`src/hw/rtl/sphc_pkg.sv`:
```
`timescale 1ns / 1ps

package sphc_pkg;

	localparam int STEP_W       = 24;
	localparam int RETRACT_W    = STEP_W - 1;
	localparam int TIMEOUT_W    = 20;
	localparam int HALF_W       = 17;
	localparam int SETUP_W      = 10;
	localparam int TICKS_PER_MS = 1000;
	localparam int CFG_ADDR_W   = 5;
	localparam int CFG_DATA_W   = 32;

	localparam logic [HALF_W-1:0] HALF_MIN = HALF_W'(50);
	localparam logic [HALF_W-1:0] HALF_MAX = HALF_W'(100000);

	localparam logic [2:0] MODE_TICK   = 3'd0;
	localparam logic [2:0] MODE_MOVE   = 3'd1;
	localparam logic [2:0] MODE_HOME   = 3'd2;
	localparam logic [2:0] MODE_STOP   = 3'd3;
	localparam logic [2:0] MODE_ENABLE = 3'd4;

	localparam logic [2:0] EV_NONE      = 3'd0;
	localparam logic [2:0] EV_MOVE_DONE = 3'd1;
	localparam logic [2:0] EV_HOME_DONE = 3'd2;
	localparam logic [2:0] EV_ABORT     = 3'd3;
	localparam logic [2:0] EV_REFUSED   = 3'd4;

	localparam logic [1:0] ABORT_NONE    = 2'd0;
	localparam logic [1:0] ABORT_TIMEOUT = 2'd1;
	localparam logic [1:0] ABORT_STOP    = 2'd2;
	localparam logic [1:0] ABORT_ENDSTOP = 2'd3;

	localparam logic [2:0] REG_STEP_HALF = 3'd0;
	localparam logic [2:0] REG_HOME_HALF = 3'd1;
	localparam logic [2:0] REG_MAX_MS    = 3'd2;
	localparam logic [2:0] REG_DIR_SETUP = 3'd3;
	localparam logic [2:0] REG_INVERT    = 3'd4;
	localparam logic [2:0] REG_HOME_NEG  = 3'd5;
	localparam logic [2:0] REG_AUTO_DIS  = 3'd6;
	localparam logic [2:0] REG_HOME_EN   = 3'd7;

	typedef struct packed {
		logic [HALF_W-1:0]    step_half;
		logic [HALF_W-1:0]    home_half;
		logic [TIMEOUT_W-1:0] max_move_ms;
		logic [SETUP_W-1:0]   dir_setup;
		logic                 invert_dir;
		logic                 home_neg;
		logic                 auto_disable;
		logic                 homing_en;
	} cfg_t;

	typedef struct packed {
		logic [2:0]               mode;
		logic signed [STEP_W-1:0] move_steps;
		logic [RETRACT_W-1:0]     retract_steps;
		logic                     endstop;
	} cmd_t;

	typedef struct packed {
		logic                 step_out;
		logic                 dir_out;
		logic                 enable_out;
		logic                 busy_res;
		logic [2:0]           event_res;
		logic [1:0]           abort_reason;
		logic [RETRACT_W-1:0] completed_steps;
	} res_t;

endpackage

```
`src/hw/rtl/sphc_regs.sv`:
```
`timescale 1ns / 1ps

module sphc_regs
	import sphc_pkg::*;
(
	input  logic                  clk,
	input  logic                  arst_n,
	input  logic                  psel,
	input  logic                  penable,
	input  logic                  pwrite,
	input  logic [CFG_ADDR_W-1:0] paddr,
	input  logic [CFG_DATA_W-1:0] pwdata,
	output logic [CFG_DATA_W-1:0] prdata,
	output logic                  pready,
	output cfg_t                  cfg
);

	cfg_t       cfg_q;
	logic       wr_en;
	logic [2:0] idx;

	assign pready = 1'b1;
	assign wr_en  = psel && penable && pwrite;
	assign idx    = paddr[4:2];
	assign cfg    = cfg_q;

	always_ff @(posedge clk or negedge arst_n) begin
		if (!arst_n) begin
			cfg_q.step_half    <= HALF_W'(1000);
			cfg_q.home_half    <= HALF_W'(1000);
			cfg_q.max_move_ms  <= TIMEOUT_W'(60000);
			cfg_q.dir_setup    <= SETUP_W'(20);
			cfg_q.invert_dir   <= 1'b0;
			cfg_q.home_neg     <= 1'b1;
			cfg_q.auto_disable <= 1'b1;
			cfg_q.homing_en    <= 1'b1;
		end else if (wr_en) begin
			case (idx)
				REG_STEP_HALF: cfg_q.step_half    <= pwdata[HALF_W-1:0];
				REG_HOME_HALF: cfg_q.home_half    <= pwdata[HALF_W-1:0];
				REG_MAX_MS:    cfg_q.max_move_ms  <= pwdata[TIMEOUT_W-1:0];
				REG_DIR_SETUP: cfg_q.dir_setup    <= pwdata[SETUP_W-1:0];
				REG_INVERT:    cfg_q.invert_dir   <= pwdata[0];
				REG_HOME_NEG:  cfg_q.home_neg     <= pwdata[0];
				REG_AUTO_DIS:  cfg_q.auto_disable <= pwdata[0];
				REG_HOME_EN:   cfg_q.homing_en    <= pwdata[0];
				default: ;
			endcase
		end
	end

	always_comb begin
		case (idx)
			REG_STEP_HALF: prdata = CFG_DATA_W'(cfg_q.step_half);
			REG_HOME_HALF: prdata = CFG_DATA_W'(cfg_q.home_half);
			REG_MAX_MS:    prdata = CFG_DATA_W'(cfg_q.max_move_ms);
			REG_DIR_SETUP: prdata = CFG_DATA_W'(cfg_q.dir_setup);
			REG_INVERT:    prdata = CFG_DATA_W'(cfg_q.invert_dir);
			REG_HOME_NEG:  prdata = CFG_DATA_W'(cfg_q.home_neg);
			REG_AUTO_DIS:  prdata = CFG_DATA_W'(cfg_q.auto_disable);
			REG_HOME_EN:   prdata = CFG_DATA_W'(cfg_q.homing_en);
			default:       prdata = '0;
		endcase
	end

endmodule

```
`src/hw/rtl/sphc_core.sv`:
```
`timescale 1ns / 1ps

module sphc_core
	import sphc_pkg::*;
#(
	parameter int TICKS = TICKS_PER_MS
) (
	input  logic clk,
	input  logic arst_n,
	input  cfg_t cfg,
	input  logic fire,
	input  cmd_t item,
	output res_t result
);

	localparam int PRE_W = (TICKS > 1) ? $clog2(TICKS) : 1;
	localparam logic [PRE_W-1:0] PRE_LAST = PRE_W'(TICKS - 1);

	typedef enum logic [1:0] {PH_NORMAL, PH_SEEK, PH_RETRACT} phase_t;

	typedef struct packed {
		logic                 active;
		logic                 step;
		logic                 fwd;
		logic                 bounded;
		phase_t               phase;
		logic [STEP_W-1:0]    target;
		logic [STEP_W-1:0]    done;
		logic [HALF_W-1:0]    cd;
		logic [HALF_W-1:0]    half;
		logic [PRE_W-1:0]     pre;
		logic [TIMEOUT_W-1:0] elapsed;
		logic [RETRACT_W-1:0] retract;
	} mot_t;

	function automatic mot_t motion_idle();
		mot_t m;
		m         = '0;
		m.fwd     = 1'b1;
		m.bounded = 1'b1;
		m.phase   = PH_NORMAL;
		return m;
	endfunction

	function automatic logic [HALF_W-1:0] clamp_half(input logic [HALF_W-1:0] v);
		logic [HALF_W-1:0] r;
		r = v;
		if (v < HALF_MIN) r = HALF_MIN;
		else if (v > HALF_MAX) r = HALF_MAX;
		return r;
	endfunction

	function automatic mot_t motion_start(input logic fwd, input logic [STEP_W-1:0] total,
			input logic bounded, input logic [HALF_W-1:0] half, input phase_t ph,
			input logic [SETUP_W-1:0] setup);
		mot_t m;
		m         = motion_idle();
		m.active  = 1'b1;
		m.fwd     = fwd;
		m.bounded = bounded;
		m.target  = total;
		m.half    = clamp_half(half);
		m.phase   = ph;
		m.cd      = HALF_W'(setup);
		return m;
	endfunction

	mot_t                 mot_q, mot_n;
	logic                 dir_q, dir_n;
	logic                 en_q, en_n;
	logic [1:0]           abort_q, abort_n;
	logic [2:0]           ev;
	logic                 ended;
	logic                 fin, fin_abort;
	logic [1:0]           fin_reason;
	logic [STEP_W-1:0]    end_cnt;
	logic [STEP_W-1:0]    done_inc;
	logic [STEP_W-1:0]    raw;
	logic [STEP_W-1:0]    mag;
	logic                 neg;
	logic [HALF_W-1:0]    cd_dec;
	logic [TIMEOUT_W-1:0] elapsed_nx;
	logic                 trig;

	assign raw      = item.move_steps;
	assign neg      = raw[STEP_W-1];
	assign mag      = neg ? (~raw + STEP_W'(1)) : raw;
	assign done_inc = (mot_q.done != '1) ? (mot_q.done + STEP_W'(1)) : mot_q.done;
	assign cd_dec   = (mot_q.cd != '0) ? (mot_q.cd - HALF_W'(1)) : mot_q.cd;
	assign trig     = item.endstop && (mot_q.phase != PH_RETRACT) && !mot_q.fwd;

	always_comb begin
		elapsed_nx = mot_q.elapsed;
		if (mot_q.pre == PRE_LAST && mot_q.elapsed != '1) begin
			elapsed_nx = mot_q.elapsed + TIMEOUT_W'(1);
		end
	end

	always_comb begin
		mot_n      = mot_q;
		dir_n      = dir_q;
		en_n       = en_q;
		abort_n    = abort_q;
		ev         = EV_NONE;
		ended      = 1'b0;
		fin        = 1'b0;
		fin_abort  = 1'b0;
		fin_reason = ABORT_NONE;
		end_cnt    = mot_q.done;
		case (item.mode)
			MODE_TICK: begin
				if (mot_q.active) begin
					mot_n.pre     = (mot_q.pre == PRE_LAST) ? '0 : mot_q.pre + PRE_W'(1);
					mot_n.elapsed = elapsed_nx;
					if (trig) begin
						if (mot_q.phase == PH_SEEK) begin
							if (mot_q.retract == '0) begin
								mot_n   = motion_idle();
								en_n    = 1'b0;
								abort_n = ABORT_NONE;
								ev      = EV_HOME_DONE;
								ended   = 1'b1;
							end else begin
								mot_n = motion_start(cfg.home_neg, STEP_W'(mot_q.retract),
									1'b1, cfg.home_half, PH_RETRACT, cfg.dir_setup);
								dir_n   = cfg.invert_dir ^ cfg.home_neg;
								en_n    = 1'b1;
								abort_n = ABORT_NONE;
							end
						end else begin
							fin        = 1'b1;
							fin_abort  = 1'b1;
							fin_reason = ABORT_ENDSTOP;
						end
					end else if (elapsed_nx >= cfg.max_move_ms) begin
						fin        = 1'b1;
						fin_abort  = 1'b1;
						fin_reason = ABORT_TIMEOUT;
					end else if (cd_dec != '0) begin
						mot_n.cd = cd_dec;
					end else if (!mot_q.step) begin
						mot_n.step = 1'b1;
						mot_n.cd   = mot_q.half;
					end else if (mot_q.bounded && done_inc >= mot_q.target) begin
						fin     = 1'b1;
						end_cnt = done_inc;
					end else begin
						mot_n.step = 1'b0;
						mot_n.done = done_inc;
						mot_n.cd   = mot_q.half;
					end
				end
			end
			MODE_MOVE: begin
				if (raw != '0) begin
					if (mot_q.active) begin
						ev = EV_REFUSED;
					end else if (item.endstop && neg) begin
						abort_n = ABORT_ENDSTOP;
						ev      = EV_REFUSED;
					end else begin
						mot_n = motion_start(!neg, mag, 1'b1, cfg.step_half, PH_NORMAL,
							cfg.dir_setup);
						dir_n   = cfg.invert_dir ^ !neg;
						en_n    = 1'b1;
						abort_n = ABORT_NONE;
					end
				end
			end
			MODE_HOME: begin
				if (!cfg.homing_en) begin
					ev = EV_REFUSED;
				end else if (item.endstop) begin
					abort_n = ABORT_ENDSTOP;
					ev      = EV_REFUSED;
				end else if (mot_q.active) begin
					ev = EV_REFUSED;
				end else begin
					mot_n = motion_start(!cfg.home_neg, '0, 1'b0, cfg.home_half, PH_SEEK,
						cfg.dir_setup);
					mot_n.retract = item.retract_steps;
					dir_n   = cfg.invert_dir ^ !cfg.home_neg;
					en_n    = 1'b1;
					abort_n = ABORT_NONE;
				end
			end
			MODE_STOP: begin
				if (mot_q.active) begin
					fin        = 1'b1;
					fin_abort  = 1'b1;
					fin_reason = ABORT_STOP;
				end else begin
					en_n = 1'b0;
				end
			end
			MODE_ENABLE: begin
				if (!mot_q.active) en_n = 1'b1;
			end
			default: ;
		endcase
		if (fin) begin
			mot_n   = motion_idle();
			abort_n = fin_abort ? fin_reason : ABORT_NONE;
			ended   = 1'b1;
			if (mot_q.phase != PH_NORMAL || cfg.auto_disable || fin_abort) en_n = 1'b0;
			if (fin_abort) ev = EV_ABORT;
			else if (mot_q.phase == PH_RETRACT) ev = EV_HOME_DONE;
			else ev = EV_MOVE_DONE;
		end
	end

	always_ff @(posedge clk or negedge arst_n) begin
		if (!arst_n) begin
			mot_q   <= motion_idle();
			dir_q   <= 1'b0;
			en_q    <= 1'b0;
			abort_q <= ABORT_NONE;
		end else if (fire) begin
			mot_q   <= mot_n;
			dir_q   <= dir_n;
			en_q    <= en_n;
			abort_q <= abort_n;
		end
	end

	assign result.step_out        = mot_n.step;
	assign result.dir_out         = dir_n;
	assign result.enable_out      = en_n;
	assign result.busy_res        = mot_n.active;
	assign result.event_res       = ev;
	assign result.abort_reason    = abort_n;
	assign result.completed_steps = ended ? end_cnt[RETRACT_W-1:0] : mot_n.done[RETRACT_W-1:0];

endmodule

```
`src/hw/rtl/stepper_pulse_homing_controller.sv`:
```
`timescale 1ns / 1ps

// Channel   Direction  Handshake            Payload
// cmd       in         cmd_valid/cmd_stall  cmd_t: mode, move_steps, retract_steps, endstop
// res       out        res_valid/res_stall  res_t: pins, busy, event, abort, completed steps
// apb       in/out     psel/penable/pready  eight configuration registers at 4*i
//
// Every command item yields one result item via the input and output registers.
// One item is taken per cycle while cmd_stall is low; motion state is registered per item.
// A stalled result holds in the output register while one more item waits
// in the input register; cmd_stall rises only when both are full.
// Reset restores the register defaults and leaves the axis idle and disabled.

module stepper_pulse_homing_controller
	import sphc_pkg::*;
#(
	parameter int TICKS_PER_MS_P = TICKS_PER_MS
) (
	input  logic                  clk,
	input  logic                  arst_n,
	input  logic                  psel,
	input  logic                  penable,
	input  logic                  pwrite,
	input  logic [CFG_ADDR_W-1:0] paddr,
	input  logic [CFG_DATA_W-1:0] pwdata,
	output logic [CFG_DATA_W-1:0] prdata,
	output logic                  pready,
	input  logic                  cmd_valid,
	output logic                  cmd_stall,
	input  cmd_t                  cmd,
	output logic                  res_valid,
	input  logic                  res_stall,
	output res_t                  res
);

	cfg_t cfg;
	cmd_t cmd_s1;
	logic valid_s1;
	res_t res_d;
	res_t res_q;
	logic res_valid_q;
	logic adv;
	logic fire;
	logic take;

	assign adv       = !res_valid_q || !res_stall;
	assign fire      = valid_s1 && adv;
	assign cmd_stall = valid_s1 && !adv;
	assign take      = cmd_valid && !cmd_stall;
	assign res_valid = res_valid_q;
	assign res       = res_q;

	sphc_regs u_regs (
		.clk     (clk),
		.arst_n  (arst_n),
		.psel    (psel),
		.penable (penable),
		.pwrite  (pwrite),
		.paddr   (paddr),
		.pwdata  (pwdata),
		.prdata  (prdata),
		.pready  (pready),
		.cfg     (cfg)
	);

	sphc_core #(
		.TICKS (TICKS_PER_MS_P)
	) u_core (
		.clk    (clk),
		.arst_n (arst_n),
		.cfg    (cfg),
		.fire   (fire),
		.item   (cmd_s1),
		.result (res_d)
	);

	always_ff @(posedge clk or negedge arst_n) begin
		if (!arst_n) begin
			valid_s1    <= 1'b0;
			res_valid_q <= 1'b0;
		end else begin
			if (take) valid_s1 <= 1'b1;
			else if (fire) valid_s1 <= 1'b0;
			if (fire) res_valid_q <= 1'b1;
			else if (!res_stall) res_valid_q <= 1'b0;
		end
	end

	always_ff @(posedge clk) begin
		if (take) cmd_s1 <= cmd;
		if (fire) res_q <= res_d;
	end

`ifndef NO_ASSERTIONS
	a_stall_full: assert property (@(posedge clk) disable iff (!arst_n)
		cmd_stall |-> (valid_s1 && res_valid_q))
		else $error("command stalled while a stage was free");

	a_idle_no_step: assert property (@(posedge clk) disable iff (!arst_n)
		(res_valid && !res.busy_res) |-> !res.step_out)
		else $error("step pin high with no motion active");

	a_busy_enabled: assert property (@(posedge clk) disable iff (!arst_n)
		(res_valid && res.busy_res) |-> res.enable_out)
		else $error("driver disabled during a motion");

	a_end_idle: assert property (@(posedge clk) disable iff (!arst_n)
		(res_valid && (res.event_res == EV_MOVE_DONE || res.event_res == EV_HOME_DONE
			|| res.event_res == EV_ABORT)) |-> !res.busy_res)
		else $error("motion still active after it ended");
`endif

endmodule

```
`config.mk`:
```
export PLATFORM = sky130hd
export DESIGN_NAME = stepper_pulse_homing_controller
export DESIGN_NICKNAME = d
export VERILOG_FILES = /design/src/hw/rtl/sphc_pkg.sv /design/src/hw/rtl/sphc_regs.sv /design/src/hw/rtl/sphc_core.sv /design/src/hw/rtl/stepper_pulse_homing_controller.sv
export SDC_FILE = /design/constraint.sdc
export NUM_CORES = 1
export LEC_CHECK = 0
export BUFFER_PORTS_ARGS = -buffer_cell sky130_fd_sc_hd__buf_2
export CORE_ASPECT_RATIO = 1.4
export CORE_MARGIN = 2
export CORE_UTILIZATION = 60
export CTS_CLUSTER_DIAMETER = 40
export DETAILED_ROUTE_END_ITERATION = 12
export PLACE_DENSITY = 0.89
export REMOVE_ABC_BUFFERS = 1
export SLEW_MARGIN = 10
export SYNTH_ARGS = -nofsm -noshare
export SYNTH_HDL_FRONTEND = slang
export SYNTH_SLANG_ARGS = --single-unit
```
`constraint.sdc`:
```
create_clock -name clk -period 9.2 [get_ports clk]
set_input_delay 1.84 -clock clk [delete_from_list [all_inputs] [get_ports clk]]
set_output_delay 1.84 -clock clk [all_outputs]
set_load 0.05 [all_outputs]
```
Yosys cells after proc, flatten, opt, wreduce, memory -nomap -nowiden

Cells that the tools add are included.

Add/subtract/negate cells: 5
$lt $le $gt $ge: 6
Equality and inequality tests: 33
Multiplexer cells: 123
Bitwise logic cells: 4
Reduce and logical (&&, ||, !) cells: 41

Operators with widths:

| kind                                                         | number |
|---|---|
| two-way mux 141 bit                                          | 9 |
| case mux 141 bit (3 select lines)                            | 1 |
| case mux 32 bit (8 select lines)                             | 1 |
| two-way mux 23 bit                                           | 8 |
| two-way mux 140 bit                                          | 1 |
| two-way mux 41 bit                                           | 3 |
| two-way mux 17 bit                                           | 7 |
| two-way mux 24 bit                                           | 4 |
| two-way mux 70 bit                                           | 1 |
| two-way mux 1 bit                                            | 50 |
| adder 24 x 1 -> 24 bit (second input constant)               | 2 |
| > comparator 17 bit (second input constant)                  | 2 |
| less-than comparator 17 x 6 -> 1 bit (second input constant) | 2 |
| two-way mux 2 bit                                            | 17 |
| nonzero test 17 bit                                          | 2 |
| two-way mux 3 bit                                            | 11 |
| two-way mux 28 bit                                           | 1 |
| greater-or-equal comparator 24 bit                           | 1 |
| != test 24 bit (second input constant)                       | 1 |
| inverter 24 bit                                              | 1 |
| nonzero test 24 bit                                          | 1 |
| zero test 23 bit                                             | 1 |
| adder 20 x 1 -> 20 bit (second input constant)               | 1 |
| greater-or-equal comparator 20 bit                           | 1 |
| other kinds (38)                                             | 83 |

Register bits: 298
Input bits: 95
Output and inout bits: 67
Logic and storage cells: 249

Logic depth before layout (Yosys ltp)

Depth after elaboration: 13
Mapped depth: 22
Depth with buffers taken out: 19

Cells and area by module

A second synthesis with hierarchy kept.

Cell total of the unflattened synthesis: 1,850
Area total of the unflattened synthesis: 17,700.7 sq um

By module, submodules not included:

| module                          | instances | cells an instance | area each (sq um) | seq. area each (sq um) |
|---|---|---|---|---|
| sphc_core                       | 1         | 1,521             | 11,771.3          | 3,631.0 |
| sphc_regs                       | 1         | 238               | 3,344.5           | 1,731.7 |
| stepper_pulse_homing_controller | 1         | 91                | 2,585.0           | 2,542.4 |

Worst setup path after synthesis

OpenSTA, ideal clock, no wires.

Kind: in2out
From: input port paddr[2]
To: output port prdata[0]
Data arrival time: 3.800 ns
Data required time: 7.360 ns
Setup slack: 3.560 ns
Stages on the path: 5
Cells stage by stage: clkbuf_1 -> buf_1 -> clkbuf_1 -> o21ai_0 -> a21oi_1

Word-level cells in the longest chain between the ends: 2
Elaborated cells on any way between the ends: 9
Those cells by class: eq/ne (7); mux (1); reduce/logical (1)

Ends and longest elaborated chain:

| what                                        | RTL line                              | source |
|---|---|---|
| from (decl)                                 | stepper_pulse_homing_controller.sv:24 | `input logic [CFG_ADDR_W-1:0] paddr,` |
| == test 3 bit, or another cell as far along | sphc_regs.sv:53                       | `case (idx)` |
| case mux 32 bit (8 select lines) (*)        | sphc_regs.sv:53                       |  |
| to (decl)                                   | stepper_pulse_homing_controller.sv:26 | `output logic [CFG_DATA_W-1:0] prdata,` |

Mark *: on every way between the ends. The rest lies on a longest branch, timed or not. The select of a mux whose other input is x is not followed.

Worst setup path in the final report

From: register u_core.mot_q[43] (netlist name)
To: register u_core.mot_q[76] (netlist name)

Word-level cells in the longest chain between the ends: 10
Elaborated cells on any way between the ends: 21
Those cells by class: order compare (1); eq/ne (11); mux (6); reduce/logical (3)

Ends and longest elaborated chain:

| what                                                  | RTL line         | source |
|---|---|---|
| from (decl)                                           | sphc_core.sv:68  | `mot_t mot_q, mot_n;` |
| from (signal assigned)                                | sphc_core.sv:214 | `mot_q <= motion_idle();` |
| from (signal assigned)                                | sphc_core.sv:219 | `mot_q <= mot_n;` |
| == test 10 bit (*)                                    | sphc_core.sv:94  | `if (mot_q.pre == PRE_LAST && mot_q.elapsed != '1) begin` |
| logical AND 1 bit (*)                                 | sphc_core.sv:94  |  |
| two-way mux 20 bit (*)                                | sphc_core.sv:94  |  |
| greater-or-equal comparator 20 bit (*)                | sphc_core.sv:135 | `end else if (elapsed_nx >= cfg.max_move_ms) begin` |
| two-way mux 1 bit                                     | sphc_core.sv:135 |  |
| two-way mux 1 bit                                     | sphc_core.sv:115 | `if (trig) begin` |
| two-way mux 1 bit                                     | sphc_core.sv:112 | `if (mot_q.active) begin` |
| case mux 1 bit (2 select lines)                       | sphc_core.sv:110 | `case (item.mode)` |
| != test 6 bit (no line), or another cell as far along | n/a              |  |
| AND reduction 12 bit (no line)                        | n/a              |  |

Mark *: on every way between the ends. The rest lies on a longest branch, timed or not.
A chain may end at the register's enable or synchronous reset.

==> flow_summary.json <==
{
  "synth.top_cell.area_share": 0.276,
  "grt_pass1_wl_mm": 74.7,
  "top_layer_used": "met4",
  "ys_seq_elements": 298,
  "cts_buffers": 34,
  "power_leakage_nw": 7.82,
  "post-route-period-util": 0.779,
  "rsz0062_at_grt": "false",
  "crit_required_ns": 9.64,
  "setup_viol": 0,
  "cts_setup_buffers": 0,
  "max_freq_mhz": 140,
  "cts_root_buf": "clkbuf_16",
  "dp_cells": 2222,
  "hpwl_mm": 33.4,
  "wl_met3_mm": 3.65,
  "drtPass1Iterations": 6,
  "grt_max_degree": 100,
  "portBuffers": 134,
  "netlist.top_cell.by_area": "dfrtp_1",
  "ios": 162,
  "ys_top_cells_by_area": "dfrtp_1 (28%), edfxtp_1 (15%), nand2_1 (5.8%)",
  "ir_drop_uv": 221,
  "clk_latency_ns": 0.54,
  "dieArea_mm2": 0.0299,
  "cts_buffer_depth": 3,
  "synthArstFlopShare": 0.721,
  "area_growth_pct": 11.5,
  "drv_cap": 0,
  "critPathMaxFanout": 49,
  "drt-met1-wl_mm": 18.1,
  "via_per_inst": 6.45,
  "synth-warning-count": 0,
  "grt_pass1_vias": 14100,
  "tightestPinTransition_ns": 1.26,
  "crit_slowest_cell": "nor2_1",
  "vias": 14700,
  "drv_slew": 0,
  "antenna_cells": 0,
  "grt_usage": 0.312,
  "nets": 2027,
  "power.density_mw_per_mm2": 215,
  "finalCriticalPeriod_ns": 7.17,
  "drc_errors": 0,
  "hold_class": "flop to flop",
  "worstSetupEndpointType": "flop",
  "setup_tns_ns": 0,
  "cts_tree": "yes",
  "relSlewSlack": 0.153,
  "drt_iter0_drc": 1433,
  "avgSynthCellArea_um2": 9.53,
  "wl_met2_mm": 22.9,
  "cp_cell_sequence": "ha_1 > nand3b_1 > nor4_1 > o41a_1 > nand4_1 > nor3_1 > nand2_1 > nor2_1 > xor2_1 > ha_1 > nand4_1 > nor4_1 > a21oi_1 > and2_1 > o21ai_0 > o21ai_2 > buf_4 > nor2_1 > a22oi_1 > o21ai_0",
  "die_w_um": 147,
  "synth_edf_count": 83,
  "hold_violations": 0,
  "htree_levels": 2,
  "ant_nets": 0,
  "synth.distinct_cells": 86,
  "numClockSinks": 298,
  "rows": 73,
  "wl_mm": 47.0,
  "grt_antenna_before_repair": 0,
  "slowest_delay_ns": 0.99,
  "die_h_um": 204,
  "status": "complete, no violations",
  "drive_above_1_share": 0.185,
  "cts_resized": 0,
  "clk_pin_slew_ns": 0.06,
  "fin_worst_skew_ns": 0.0198,
  "fillers": 2104,
  "gp_congestion": 0.995,
  "wire_per_inst_um": 20.6,
  "fin_cells": 2284,
  "syn_inst": 1796,
  "initial_core_util": 0.607,
  "syn_area_mm2": 0.0171,
  "synth_seq_area_share": 0.462,
  "grt_overflow_total": 0,
  "core-area_mm2": 0.0282,
  "crit_arrival_ns": 7.61,
  "crit_type": "flop to flop",
  "holdBufCountCts": 0,
  "start_kind": "flop",
  "synth_ff_type": "dfrtp_1"
}
==> cell families after synthesis <==
logic type / Yosys count / share of synthesized area
buffers and inverters: 188 / 0.0463
AOI/OAI and AO/OA: 486 / 0.186
xor gates and xnor gates: 73 / 0.0373
other: 2 / 0.000439
adders and majority gates: 49 / 0.0358
muxes: 79 / 0.0569
and+or+nand+nor: 621 / 0.176
DFF: 298 / 0.462
==> cells in the mapped netlist, types with 9 or more instances <==
library cell,number
o21ai_1,9
mux2i_1,14
a22oi_1,40
o21a_1,9
and2_1,13
nand4_1,18
clkbuf_1,72
xnor2_1,52
edfxtp_1,83
buf_2,19
dfrtp_1,189
nor3_1,33
o31ai_1,29
nand2b_1,23
ha_1,49
and3_1,23
o21ai_0,169
nor2b_1,20
buf_4,13
nor2_1,85
nand2_1,263
o211ai_1,11
dfstp_2,26
inv_1,72
a31oi_1,28
a21oi_1,82
a22o_1,13
nor4_1,21
mux4_2,9
o31ai_2,19
xor2_1,21
nand3_1,57
or3_1,14
mux2_2,56
==> flip-flops by register name, summed over array words and instances, names as in the netlist <==
name,count
u_core.mot_q,141
u_regs.cfg,68
cmd_s1,51
res,32
u_core.abort_q,2
res_valid,1
u_core.dir_q,1
u_core.en_q,1
valid_s1,1
==> worst paths after layout <==
path | slack, ns | cells after the start | endpoint | startpoint
max in group asynchronous | 6.46 | 2 | u_core.mot_q[121] | arst_n
worst max-delay path | 2.03 | 20 | u_core.mot_q[76] | u_core.mot_q[43]
worst min-delay path | 0.48 | 2 | u_core.mot_q[115] | u_core.mot_q[115]
worst min register to register | 0.48 | 2 | u_core.mot_q[115] | u_core.mot_q[115]
min in group asynchronous | 1.29 | 1 | u_regs.cfg[67] | arst_n
worst max register to register | 2.03 | 20 | u_core.mot_q[76] | u_core.mot_q[43]
==> metal layers <==
layer | GRT usage | vias up
li1 | - | 6688
met1 | 0.404 | 7104
met2 | 0.528 | 786
met3 | 0.0388 | 165
met4 | 0.144 | 0
met5 | 0 | -
==> area by class of cell <==
cell class | instances | area, um^2 | area share
Tap cell | 375 | 469 | 0.0246
Timing Repair Buffer | 154 | 830 | 0.0435
Sequential cell | 298 | 7910 | 0.414
Multi-Input combinational cell | 1321 | 8490 | 0.445
Clock inverter | 23 | 226 | 0.0119
Clock buffer | 39 | 880 | 0.0461
Inverter | 74 | 278 | 0.0146
==> cells in the final DEF (no fill, tap or decap), drive strengths merged, types with 21 or more instances in the layout <==
cell,n
nand2,263
o21ai,178
a22oi,40
a31oi,28
dfrtp,189
nor2,87
nand3,57
a21oi,82
xor2,21
ha,49
nor3,37
mux2,56
nand2b,23
inv,80
xnor2,52
clkbuf,40
edfxtp,83
nor4,24
buf,153
o31ai,48
and3,23
dfstp,26
==> critical path, delay by kind of cell, from the launching register on <==
family	cells	cell delay, ns
buf+inv	1	0.31
compound gates	6	1.81
fa+ha+maj	2	0.57
simple gates	10	3.90
flops	1	0.38
xor+xnor	1	0.10
==> report_power, final <==
| group | switching, mW | internal (mW) |
|---|---|---|
| clock network | 0.580 | 0.763 |
| logic | 0.681 | 0.379 |
| registers | 0.165 | 1.53 |
| total | 1.43 | 2.67 |
==> metrics by stage <==
step                      utilization  instance area (um^2)  setup slack, ns  power (mW)  hold WS [ns]
after CTS                       0.676                 19100             2.20        4.08         0.481
after floorplan                     -                 16600            0.602        2.41         0.448
after global routing            0.676                 19100             1.80        4.27         0.514
final                           0.676                 19100             2.03        4.10         0.476
after global placement          0.637                 18000             2.46        2.70         0.464
after detailed placement        0.637                 18000             2.29        2.74         0.468
(Power assumes the default switching activity.)
